[config.mk]
export PLATFORM = sky130hd
export DESIGN_NAME = serial_bank_switch_mapper_core
export DESIGN_NICKNAME = d
export VERILOG_FILES = /design/src/hw/rtl/sbsm_pkg.sv /design/src/hw/rtl/sbsm_regs.sv /design/src/hw/rtl/sbsm_map.sv /design/src/hw/rtl/serial_bank_switch_mapper_core.sv
export SDC_FILE = /design/constraint.sdc
export NUM_CORES = 1
export LEC_CHECK = 0
export BUFFER_PORTS_ARGS = -buffer_cell sky130_fd_sc_hd__buf_4
export CORE_MARGIN = 3
export CORE_UTILIZATION = 45
export DETAILED_ROUTE_END_ITERATION = 10
export PLACE_DENSITY = 0.74
export SLEW_MARGIN = 30
export SYNTH_ARGS = -nofsm -noshare
export SYNTH_HDL_FRONTEND = slang
export SYNTH_HIERARCHICAL = 1
export SYNTH_SLANG_ARGS = --single-unit
export TNS_END_PERCENT = 10
[constraint.sdc]
create_clock -name aclk -period 3.1 [get_ports aclk]
set_clock_uncertainty 0.1 [all_clocks]
set_input_delay 0 -clock aclk [delete_from_list [all_inputs] [get_ports aclk]]
set_output_delay 0 -clock aclk [all_outputs]
set_load 0.01 [all_outputs]
[src/hw/rtl/sbsm_pkg.sv]
`timescale 1ns / 1ps
`default_nettype none
// ----------------------------------------------------------------------------
// Serial bank switch mapper package
// Shared codes, field widths and the beat and control structs of the mapper.
// ----------------------------------------------------------------------------
package sbsm_pkg;

    localparam int unsigned CmdW     = 2;
    localparam int unsigned AddrW    = 16;
    localparam int unsigned DataW    = 8;
    localparam int unsigned MappedW  = 18;
    localparam int unsigned PrgMaskW = 18;
    localparam int unsigned ChrMaskW = 17;
    localparam int unsigned CountW   = 5;
    localparam int unsigned CfgDataW = 18;
    localparam int unsigned CfgIdxW  = 2;

    // Kind of bus access carried by one input beat.
    typedef enum logic [CmdW-1:0] {
        CMD_CPU_READ  = 2'd0,
        CMD_CPU_WRITE = 2'd1,
        CMD_PPU_READ  = 2'd2,
        CMD_NONE      = 2'd3
    } cmd_t;

    // Memory that serves an access.
    typedef enum logic [1:0] {
        TGT_NONE    = 2'd0,
        TGT_PRG_ROM = 2'd1,
        TGT_PRG_RAM = 2'd2,
        TGT_CHR     = 2'd3
    } target_t;

    // Configuration register indexes.
    typedef enum logic [CfgIdxW-1:0] {
        CFG_PRG_BANK_COUNT = 2'd0,
        CFG_PRG_ADDR_MASK  = 2'd1,
        CFG_CHR_ADDR_MASK  = 2'd2,
        CFG_CHR_PRESENT    = 2'd3
    } cfg_idx_t;

    // Internal register picked by address bits 14:13 on a serial commit.
    typedef enum logic [1:0] {
        SEL_CONTROL  = 2'd0,
        SEL_CHR_LOW  = 2'd1,
        SEL_CHR_HIGH = 2'd2,
        SEL_PRG      = 2'd3
    } bank_sel_t;

    // PRG banking modes in control bits 3:2.
    localparam logic [1:0] PRG_MODE_FIX_FIRST = 2'd2;
    localparam logic [1:0] PRG_MODE_FIX_LAST  = 2'd3;

    // Serial shift register: empty state holds only the marker bit.
    localparam logic [5:0] SHIFT_EMPTY   = 6'b100000;
    localparam logic [4:0] CONTROL_RESET = 5'h0C;

    typedef struct packed {
        cmd_t             command;
        logic [AddrW-1:0] address;
        logic [DataW-1:0] write_data;
    } item_t;

    typedef struct packed {
        logic               hit;
        target_t            target;
        logic [MappedW-1:0] mapped_addr;
        logic [1:0]         mirror_mode;
    } result_t;

    // Bank state handed from the register file to the address map.
    typedef struct packed {
        logic [3:0]          prg_bank0;
        logic [3:0]          prg_bank1;
        logic [4:0]          chr_bank0;
        logic [4:0]          chr_bank1;
        logic                ram_enabled;
        logic                chr_present;
        logic [PrgMaskW-1:0] prg_addr_mask;
        logic [ChrMaskW-1:0] chr_addr_mask;
        logic [1:0]          mirroring_next;
    } map_ctrl_t;

endpackage
`default_nettype wire

[src/hw/rtl/sbsm_regs.sv]
`timescale 1ns / 1ps
`default_nettype none
// ----------------------------------------------------------------------------
// Mapper register file
// Serial shift loader, bank and control registers, configuration registers
// and the 16KB/4KB bank selection derived from them.
// ----------------------------------------------------------------------------
module sbsm_regs
    import sbsm_pkg::*;
(
    input  wire logic                aclk,
    input  wire logic                aresetn,
    input  wire logic                cfg_wr_en,
    input  wire logic [CfgIdxW-1:0]  cfg_index,
    input  wire logic [CfgDataW-1:0] cfg_wr_data,
    input  wire logic                step_en,
    input  wire item_t               item,
    output map_ctrl_t                ctrl
);

    logic [5:0]          shift_reg, shift_next;
    logic [4:0]          control_reg, control_next;
    logic [4:0]          chr_low_reg, chr_low_next;
    logic [4:0]          chr_high_reg, chr_high_next;
    logic [3:0]          prg_bank_reg, prg_bank_next;
    logic                ram_en_reg, ram_en_next;
    logic                blocked_reg, blocked_next;
    logic [1:0]          mirror_reg, mirror_next;
    logic [CountW-1:0]   bank_count_reg;
    logic [PrgMaskW-1:0] prg_mask_reg;
    logic [ChrMaskW-1:0] chr_mask_reg;
    logic                chr_present_reg;

    logic [5:0]  shifted;
    logic [4:0]  commit_val;
    logic [4:0]  last_idx;
    logic [3:0]  last_bank;
    bank_sel_t   sel;

    assign shifted    = {item.write_data[0], shift_reg[5:1]};
    assign commit_val = shifted[5:1];
    assign sel        = bank_sel_t'(item.address[14:13]);

    // Serial loader and bank register updates for one access.
    always_comb begin
        shift_next    = shift_reg;
        control_next  = control_reg;
        chr_low_next  = chr_low_reg;
        chr_high_next = chr_high_reg;
        prg_bank_next = prg_bank_reg;
        ram_en_next   = ram_en_reg;
        blocked_next  = blocked_reg;
        mirror_next   = mirror_reg;
        if (step_en) begin
            if (item.command == CMD_CPU_READ) begin
                blocked_next = 1'b0;
            end else if (item.command == CMD_CPU_WRITE && item.address[15] && !blocked_reg) begin
                if (item.write_data[7]) begin
                    // Reset write: clear the loader and force the fixed-last PRG mode.
                    shift_next   = SHIFT_EMPTY;
                    control_next = control_reg | CONTROL_RESET;
                    blocked_next = 1'b1;
                end else if (shifted[0]) begin
                    // Marker reached bit 0: five bits are in, commit them.
                    shift_next = SHIFT_EMPTY;
                    case (sel)
                        SEL_CONTROL: begin
                            control_next = commit_val;
                            mirror_next  = commit_val[1:0];
                        end
                        SEL_CHR_LOW:  chr_low_next  = commit_val;
                        SEL_CHR_HIGH: chr_high_next = commit_val;
                        SEL_PRG: begin
                            prg_bank_next = commit_val[3:0];
                            ram_en_next   = !commit_val[4];
                        end
                        default: shift_next = SHIFT_EMPTY;
                    endcase
                end else begin
                    shift_next = shifted;
                end
            end
        end
    end

    always_ff @(posedge aclk) begin
        if (!aresetn) begin
            shift_reg    <= SHIFT_EMPTY;
            control_reg  <= CONTROL_RESET;
            chr_low_reg  <= '0;
            chr_high_reg <= '0;
            prg_bank_reg <= '0;
            ram_en_reg   <= 1'b1;
            blocked_reg  <= 1'b0;
            mirror_reg   <= '0;
        end else begin
            shift_reg    <= shift_next;
            control_reg  <= control_next;
            chr_low_reg  <= chr_low_next;
            chr_high_reg <= chr_high_next;
            prg_bank_reg <= prg_bank_next;
            ram_en_reg   <= ram_en_next;
            blocked_reg  <= blocked_next;
            mirror_reg   <= mirror_next;
        end
    end

    // Configuration registers.
    always_ff @(posedge aclk) begin
        if (!aresetn) begin
            bank_count_reg  <= CountW'(2);
            prg_mask_reg    <= PrgMaskW'(18'h07FFF);
            chr_mask_reg    <= ChrMaskW'(17'h01FFF);
            chr_present_reg <= 1'b1;
        end else if (cfg_wr_en) begin
            case (cfg_idx_t'(cfg_index))
                CFG_PRG_BANK_COUNT: bank_count_reg  <= cfg_wr_data[CountW-1:0];
                CFG_PRG_ADDR_MASK:  prg_mask_reg    <= cfg_wr_data[PrgMaskW-1:0];
                CFG_CHR_ADDR_MASK:  chr_mask_reg    <= cfg_wr_data[ChrMaskW-1:0];
                CFG_CHR_PRESENT:    chr_present_reg <= cfg_wr_data[0];
                default:            chr_present_reg <= chr_present_reg;
            endcase
        end
    end

    // Last bank index wraps to four bits; an empty count means bank zero.
    assign last_idx  = bank_count_reg - 5'd1;
    assign last_bank = (bank_count_reg == '0) ? 4'd0 : last_idx[3:0];

    // Bank numbers for each 16KB PRG window and each 4KB CHR window.
    always_comb begin
        case (control_reg[3:2])
            PRG_MODE_FIX_FIRST: begin
                ctrl.prg_bank0 = 4'd0;
                ctrl.prg_bank1 = prg_bank_reg;
            end
            PRG_MODE_FIX_LAST: begin
                ctrl.prg_bank0 = prg_bank_reg;
                ctrl.prg_bank1 = last_bank;
            end
            default: begin
                ctrl.prg_bank0 = {prg_bank_reg[3:1], 1'b0};
                ctrl.prg_bank1 = {prg_bank_reg[3:1], 1'b1};
            end
        endcase
        if (control_reg[4]) begin
            ctrl.chr_bank0 = chr_low_reg;
            ctrl.chr_bank1 = chr_high_reg;
        end else begin
            ctrl.chr_bank0 = {chr_low_reg[4:1], 1'b0};
            ctrl.chr_bank1 = {chr_low_reg[4:1], 1'b1};
        end
        ctrl.ram_enabled    = ram_en_reg;
        ctrl.chr_present    = chr_present_reg;
        ctrl.prg_addr_mask  = prg_mask_reg;
        ctrl.chr_addr_mask  = chr_mask_reg;
        ctrl.mirroring_next = mirror_next;
    end

endmodule
`default_nettype wire

[src/hw/rtl/sbsm_map.sv]
`timescale 1ns / 1ps
`default_nettype none
// ----------------------------------------------------------------------------
// Mapper address decode
// Decodes one bus access into hit, target memory, mapped byte address and mirroring mode.
// ----------------------------------------------------------------------------
module sbsm_map
    import sbsm_pkg::*;
(
    input  wire item_t     item,
    input  wire map_ctrl_t ctrl,
    output result_t        result
);

    logic [3:0]          prg_bank;
    logic [4:0]          chr_bank;
    logic [PrgMaskW-1:0] prg_addr;
    logic [ChrMaskW-1:0] chr_addr;
    logic                in_ram;

    assign prg_bank = item.address[14] ? ctrl.prg_bank1 : ctrl.prg_bank0;
    assign chr_bank = item.address[12] ? ctrl.chr_bank1 : ctrl.chr_bank0;
    assign prg_addr = {prg_bank, item.address[13:0]} & ctrl.prg_addr_mask;
    assign chr_addr = {chr_bank, item.address[11:0]} & ctrl.chr_addr_mask;
    assign in_ram   = (item.address[15:13] == 3'b011);

    always_comb begin
        result.hit         = 1'b0;
        result.target      = TGT_NONE;
        result.mapped_addr = '0;
        result.mirror_mode = ctrl.mirroring_next;
        case (item.command)
            CMD_CPU_READ: begin
                if (item.address[15]) begin
                    result.hit         = 1'b1;
                    result.target      = TGT_PRG_ROM;
                    result.mapped_addr = prg_addr;
                end else if (in_ram && ctrl.ram_enabled) begin
                    result.hit         = 1'b1;
                    result.target      = TGT_PRG_RAM;
                    result.mapped_addr = MappedW'(item.address[12:0]);
                end
            end
            CMD_CPU_WRITE: begin
                // RAM writes are served regardless of the enable bit.
                if (in_ram) begin
                    result.hit         = 1'b1;
                    result.target      = TGT_PRG_RAM;
                    result.mapped_addr = MappedW'(item.address[12:0]);
                end
            end
            CMD_PPU_READ: begin
                if (item.address[15:13] == 3'b000 && ctrl.chr_present) begin
                    result.hit         = 1'b1;
                    result.target      = TGT_CHR;
                    result.mapped_addr = MappedW'(chr_addr);
                end
            end
            default: result.hit = 1'b0;
        endcase
    end

endmodule
`default_nettype wire

[src/hw/rtl/serial_bank_switch_mapper_core.sv]
`timescale 1ns / 1ps
`default_nettype none
// ----------------------------------------------------------------------------
// Serial bank switch mapper core
// Cartridge mapper with a 5-bit serial bank loader, streaming access port.
// ----------------------------------------------------------------------------
// Each input beat is one bus access (CPU read, CPU write or PPU read) and
// produces exactly one result beat with hit, target memory, mapped address
// and the current mirroring mode. CPU writes at 0x8000 and above load the
// serial register and update the bank state as part of the same access.
// The access is captured in an input register, decoded against the bank
// registers, and the result lands in an output register while the bank
// state updates. Throughput is one beat per cycle while m_tready stays
// high; the input register and the output register each advance whenever
// the stage after them is free. When the receiver stalls, the output
// register holds its beat, the input register fills, and s_tready drops
// until m_tready returns. Reset clears both pipeline stages and loads the
// bank and configuration registers with their power-on values. The user
// must make configuration writes only while no beat is in flight; the
// block itself does not enforce this.
// ----------------------------------------------------------------------------
module serial_bank_switch_mapper_core
    import sbsm_pkg::*;
(
    input  wire logic                aclk,
    input  wire logic                aresetn,
    // Configuration write port.
    input  wire logic                cfg_wr_en,
    input  wire logic [CfgIdxW-1:0]  cfg_index,
    input  wire logic [CfgDataW-1:0] cfg_wr_data,
    // Access stream.
    input  wire logic                s_tvalid,
    output      logic                s_tready,
    input  wire logic [23:0]         s_tdata,   // address[15:0], write_data[23:16]
    input  wire logic [CmdW-1:0]     s_tuser,   // command[1:0]
    // Result stream.
    output      logic                m_tvalid,
    input  wire logic                m_tready,
    output      logic [23:0]         m_tdata,   // mapped_addr[17:0], mirror_mode[19:18]
    output      logic [2:0]          m_tuser    // hit[0], target[2:1]
);

    logic      in_valid_reg, in_valid_next;
    item_t     in_item_reg;
    logic      out_valid_reg, out_valid_next;
    result_t   out_result_reg;
    logic      s_accept;
    logic      step_en;
    map_ctrl_t ctrl;
    result_t   result;

    // The input stage moves on whenever the output register is free.
    assign step_en  = in_valid_reg && (!out_valid_reg || m_tready);
    assign s_tready = !in_valid_reg || step_en;
    assign s_accept = s_tvalid && s_tready;

    always_comb begin
        in_valid_next = in_valid_reg;
        if (s_accept) begin
            in_valid_next = 1'b1;
        end else if (step_en) begin
            in_valid_next = 1'b0;
        end
        out_valid_next = out_valid_reg;
        if (step_en) begin
            out_valid_next = 1'b1;
        end else if (m_tready) begin
            out_valid_next = 1'b0;
        end
    end

    always_ff @(posedge aclk) begin
        if (!aresetn) begin
            in_valid_reg  <= 1'b0;
            out_valid_reg <= 1'b0;
        end else begin
            in_valid_reg  <= in_valid_next;
            out_valid_reg <= out_valid_next;
        end
    end

    // Payload registers.
    always_ff @(posedge aclk) begin
        if (s_accept) begin
            in_item_reg.command    <= cmd_t'(s_tuser);
            in_item_reg.address    <= s_tdata[15:0];
            in_item_reg.write_data <= s_tdata[23:16];
        end
        if (step_en) begin
            out_result_reg <= result;
        end
    end

    sbsm_regs u_regs (
        .aclk        (aclk),
        .aresetn     (aresetn),
        .cfg_wr_en   (cfg_wr_en),
        .cfg_index   (cfg_index),
        .cfg_wr_data (cfg_wr_data),
        .step_en     (step_en),
        .item        (in_item_reg),
        .ctrl        (ctrl)
    );

    sbsm_map u_map (
        .item   (in_item_reg),
        .ctrl   (ctrl),
        .result (result)
    );

    assign m_tvalid = out_valid_reg;
    assign m_tdata  = {4'b0000, out_result_reg.mirror_mode, out_result_reg.mapped_addr};
    assign m_tuser  = {out_result_reg.target, out_result_reg.hit};

endmodule
`default_nettype wire

==> results list <==
- Max-slew violation count: 0
- Data on the critical path is required at its endpoint by 3.12 ns.
- In this run switching power makes up 24.5% of total power.
- Startpoint of the most critical hold path: aresetn
- DRC: 0
* Final weighted congestion of routability-driven global placement: 0.861
- The flow ran to the end, and the final reports show no timing, DRC or antenna violations.
- Number of fill cells in the layout: 927
- The area growth from synthesis to layout is 23.3%.
- In this run the tightest slew margin relative to its limit is 42.5%.
* Routed vias/inst: 5.36
- For the pin with the worst max-slew slack, the measured transition is 0.861 ns.
* Sequential cell fraction of total power: 58.7%
- P per Cell Area: 452 mW/mm2
- Die area: 0.0124 mm2
- For this run, the total global-route usage over all layers was measured as 18.6%.
- The startpoint identified for the worst register-to-register timing path is in_item_reg[23].
- Combinational logic is responsible for 10.9% of the overall power.
- Setup Slack @ Placement: 0.875 ns
- Max-cap violations in this run came to 0.
- Vias after detailed routing: 3901
- Along the worst path, the maximum fanout reaches 19.
- The critical path is of the flop to flop type.
* Number of instances in the synthesized netlist: 491
* Count of final hold-check violations: 0
- Maximum clock insertion buffer count: 2
- After legalization and detailed placement, the total HPWL measured 7490 um.
* Number of antenna violations at the first check in global routing: 0
- CTS tree: yes
- Kind of end point of the critical path: flop
- Synth Cell Area: 0.00498 mm2
- Clock-pin slew was measured on the worst setup and hold paths at 0.10 ns.
- PnR worst setup slack: 0.869 ns
* Number of setup buffers added after CTS: 0
* Input/output buffers: 69
* Max IR drop VDD: 0.000276 V
* Net total in the final layout: 639
- Period Utilization, post-route: 72.0%
* Y dimension of the die: 111 um
* Clock Latency Late Sink: 0.37 ns
- The via count of the first global-routing pass was 3946.
- The final layout contains routed wiring with a total length of 11500 um.
- The count of nets left with antenna violations once routing finished came out at 0.
- Worst setup SP type: flop
- Setup-failing EPs final: 0
* Final non-filler cell area: 0.00614 mm2
- 80 I/O pins were placed.
- Buffers inserted during clock tree synthesis total 9.
- Number of H-tree levels: 3
- Time the worst path needs with I/O delays and setup: 2.23 ns
- Mean instance size in the synthesized netlist: 10.1 um2
* Initial Util: 47.2%
* Arrival time worst endpoint: 2.25 ns
- Floorplan die width: 111 um
- Maximum operating frequency: 448 MHz
* Hold Crit Class: input pin to flop
- Proportion of layout cells with a drive suffix above 1: 20.9%
- Storage cell area: 0.00267 mm2
* Setup total negative slack: 0 ns
* Antenna cell count: 0
- Routed len/inst: 15.7 um
- The floorplan has 37 rows.
* Number of synthesis warnings: 6
- The region available for standard cell placement spans 0.0106 mm2.
* Final total power: 2770 uW
- Summed over all nets, the switching power comes to 681 uW.
- Of the total power, the clock network draws 30.4%.
* TritonCTS sink count: 112
* Placed inst area: 0.00549 mm2
* DR pass1 iterations: 5
* CP Launch Point: in_item_reg[23]
* Total congestion overflow after global routing: 0
- Summed over all cells, the static leakage comes to 0.00258 uW.
* Wire length of the first global-routing pass: 18900 um
* Iter 0 DRT Violations: 224
- Clock tree root buffer cell: sky130_fd_sc_hd__clkbuf_8
- Setup repair after global routing missed its margin: false
- Entering global routing, the biggest net connects 77 pins.
- Cell internal power was estimated by the tool at 2090 uW.
- Total area of multi-input combinational cells: 0.00207 mm2
[layout by cell type, fill, tap and decap left out, drive strengths merged, types with 7 or more instances in the layout]
cell	n
a21boi	12
a31oi	12
buf	75
clkbuf	11
dfxtp	69
dlygate4sd3	45
edfxtp	43
inv	7
mux2	15
mux2i	25
nand2	126
nand3	55
nor2b	10
o21ai	8
or2b	13
[power by group through the flow]
stage / combinational [uW] / clock [uW] / sequential [uW]
after global placement: 247 / 0 / 1660
after global routing: 331 / 926 / 1640
after CTS: 299 / 869 / 1630
final: 302 / 845 / 1630
after floorplan: 147 / 0 / 1650
after detailed placement: 254 / 0 / 1660
[final cells by class]
type / instances / area share (%)
clock buffers: 11 / 2.49
repair buffers: 120 / 16.5
clock inverters: 5 / 0.693
well taps: 136 / 2.77
multi-input cells: 340 / 33.8
inverters: 4 / 0.245
flip-flops and latches: 112 / 43.5
[final timing paths]
path | end | slack (ns) | cells past startpoint
max | m_tdata[19] | 0.87 | 3
min | u_regs/chr_present_reg | 0.05 | 2
max reg2reg | m_tdata[19] | 0.87 | 3
min reg2reg | u_regs/chr_high_reg[4] | 0.36 | 2
[per-stage QoR]
step / util [%] / hold slack, ns / std cells
2_1_floorplan: - / -0.00113 / 494
3_3_place_gp: 52.1 / 0.0789 / 667
3_5_place_dp: 52.1 / 0.0793 / 667
4_1_cts: 58.2 / 0.0259 / 728
5_1_grt: 58.2 / 0.0654 / 728
6_report: 58.2 / 0.0516 / 728
[repair_timing]
| item | in CTS | in global routing |
|---|---|---|
| hold endpoints to repair | 63 | 0 |
| hold buffers | 45 | 0 |
| gates resized for setup | 0 | 0 |
[metal layers]
| metal | part of all wire [%] | global-route usage, % |
|---|---|---|
| met1 | 43 | 24.1 |
| met2 | 50 | 31.8 |
| met3 | 6.3 | 3.44 |
| met4 | 1.3 | 5.11 |
| met5 | 0 | 0 |
[worst max-delay path, stage by stage, from the launching register on]
cell and delay [ns]:
sky130_fd_sc_hd__edfxtp_1 0.75, sky130_fd_sc_hd__and3b_1 0.61, sky130_fd_sc_hd__nand3_4 0.20, sky130_fd_sc_hd__mux2_2 0.32
Note: power is estimated with default switching activity, not from simulation.
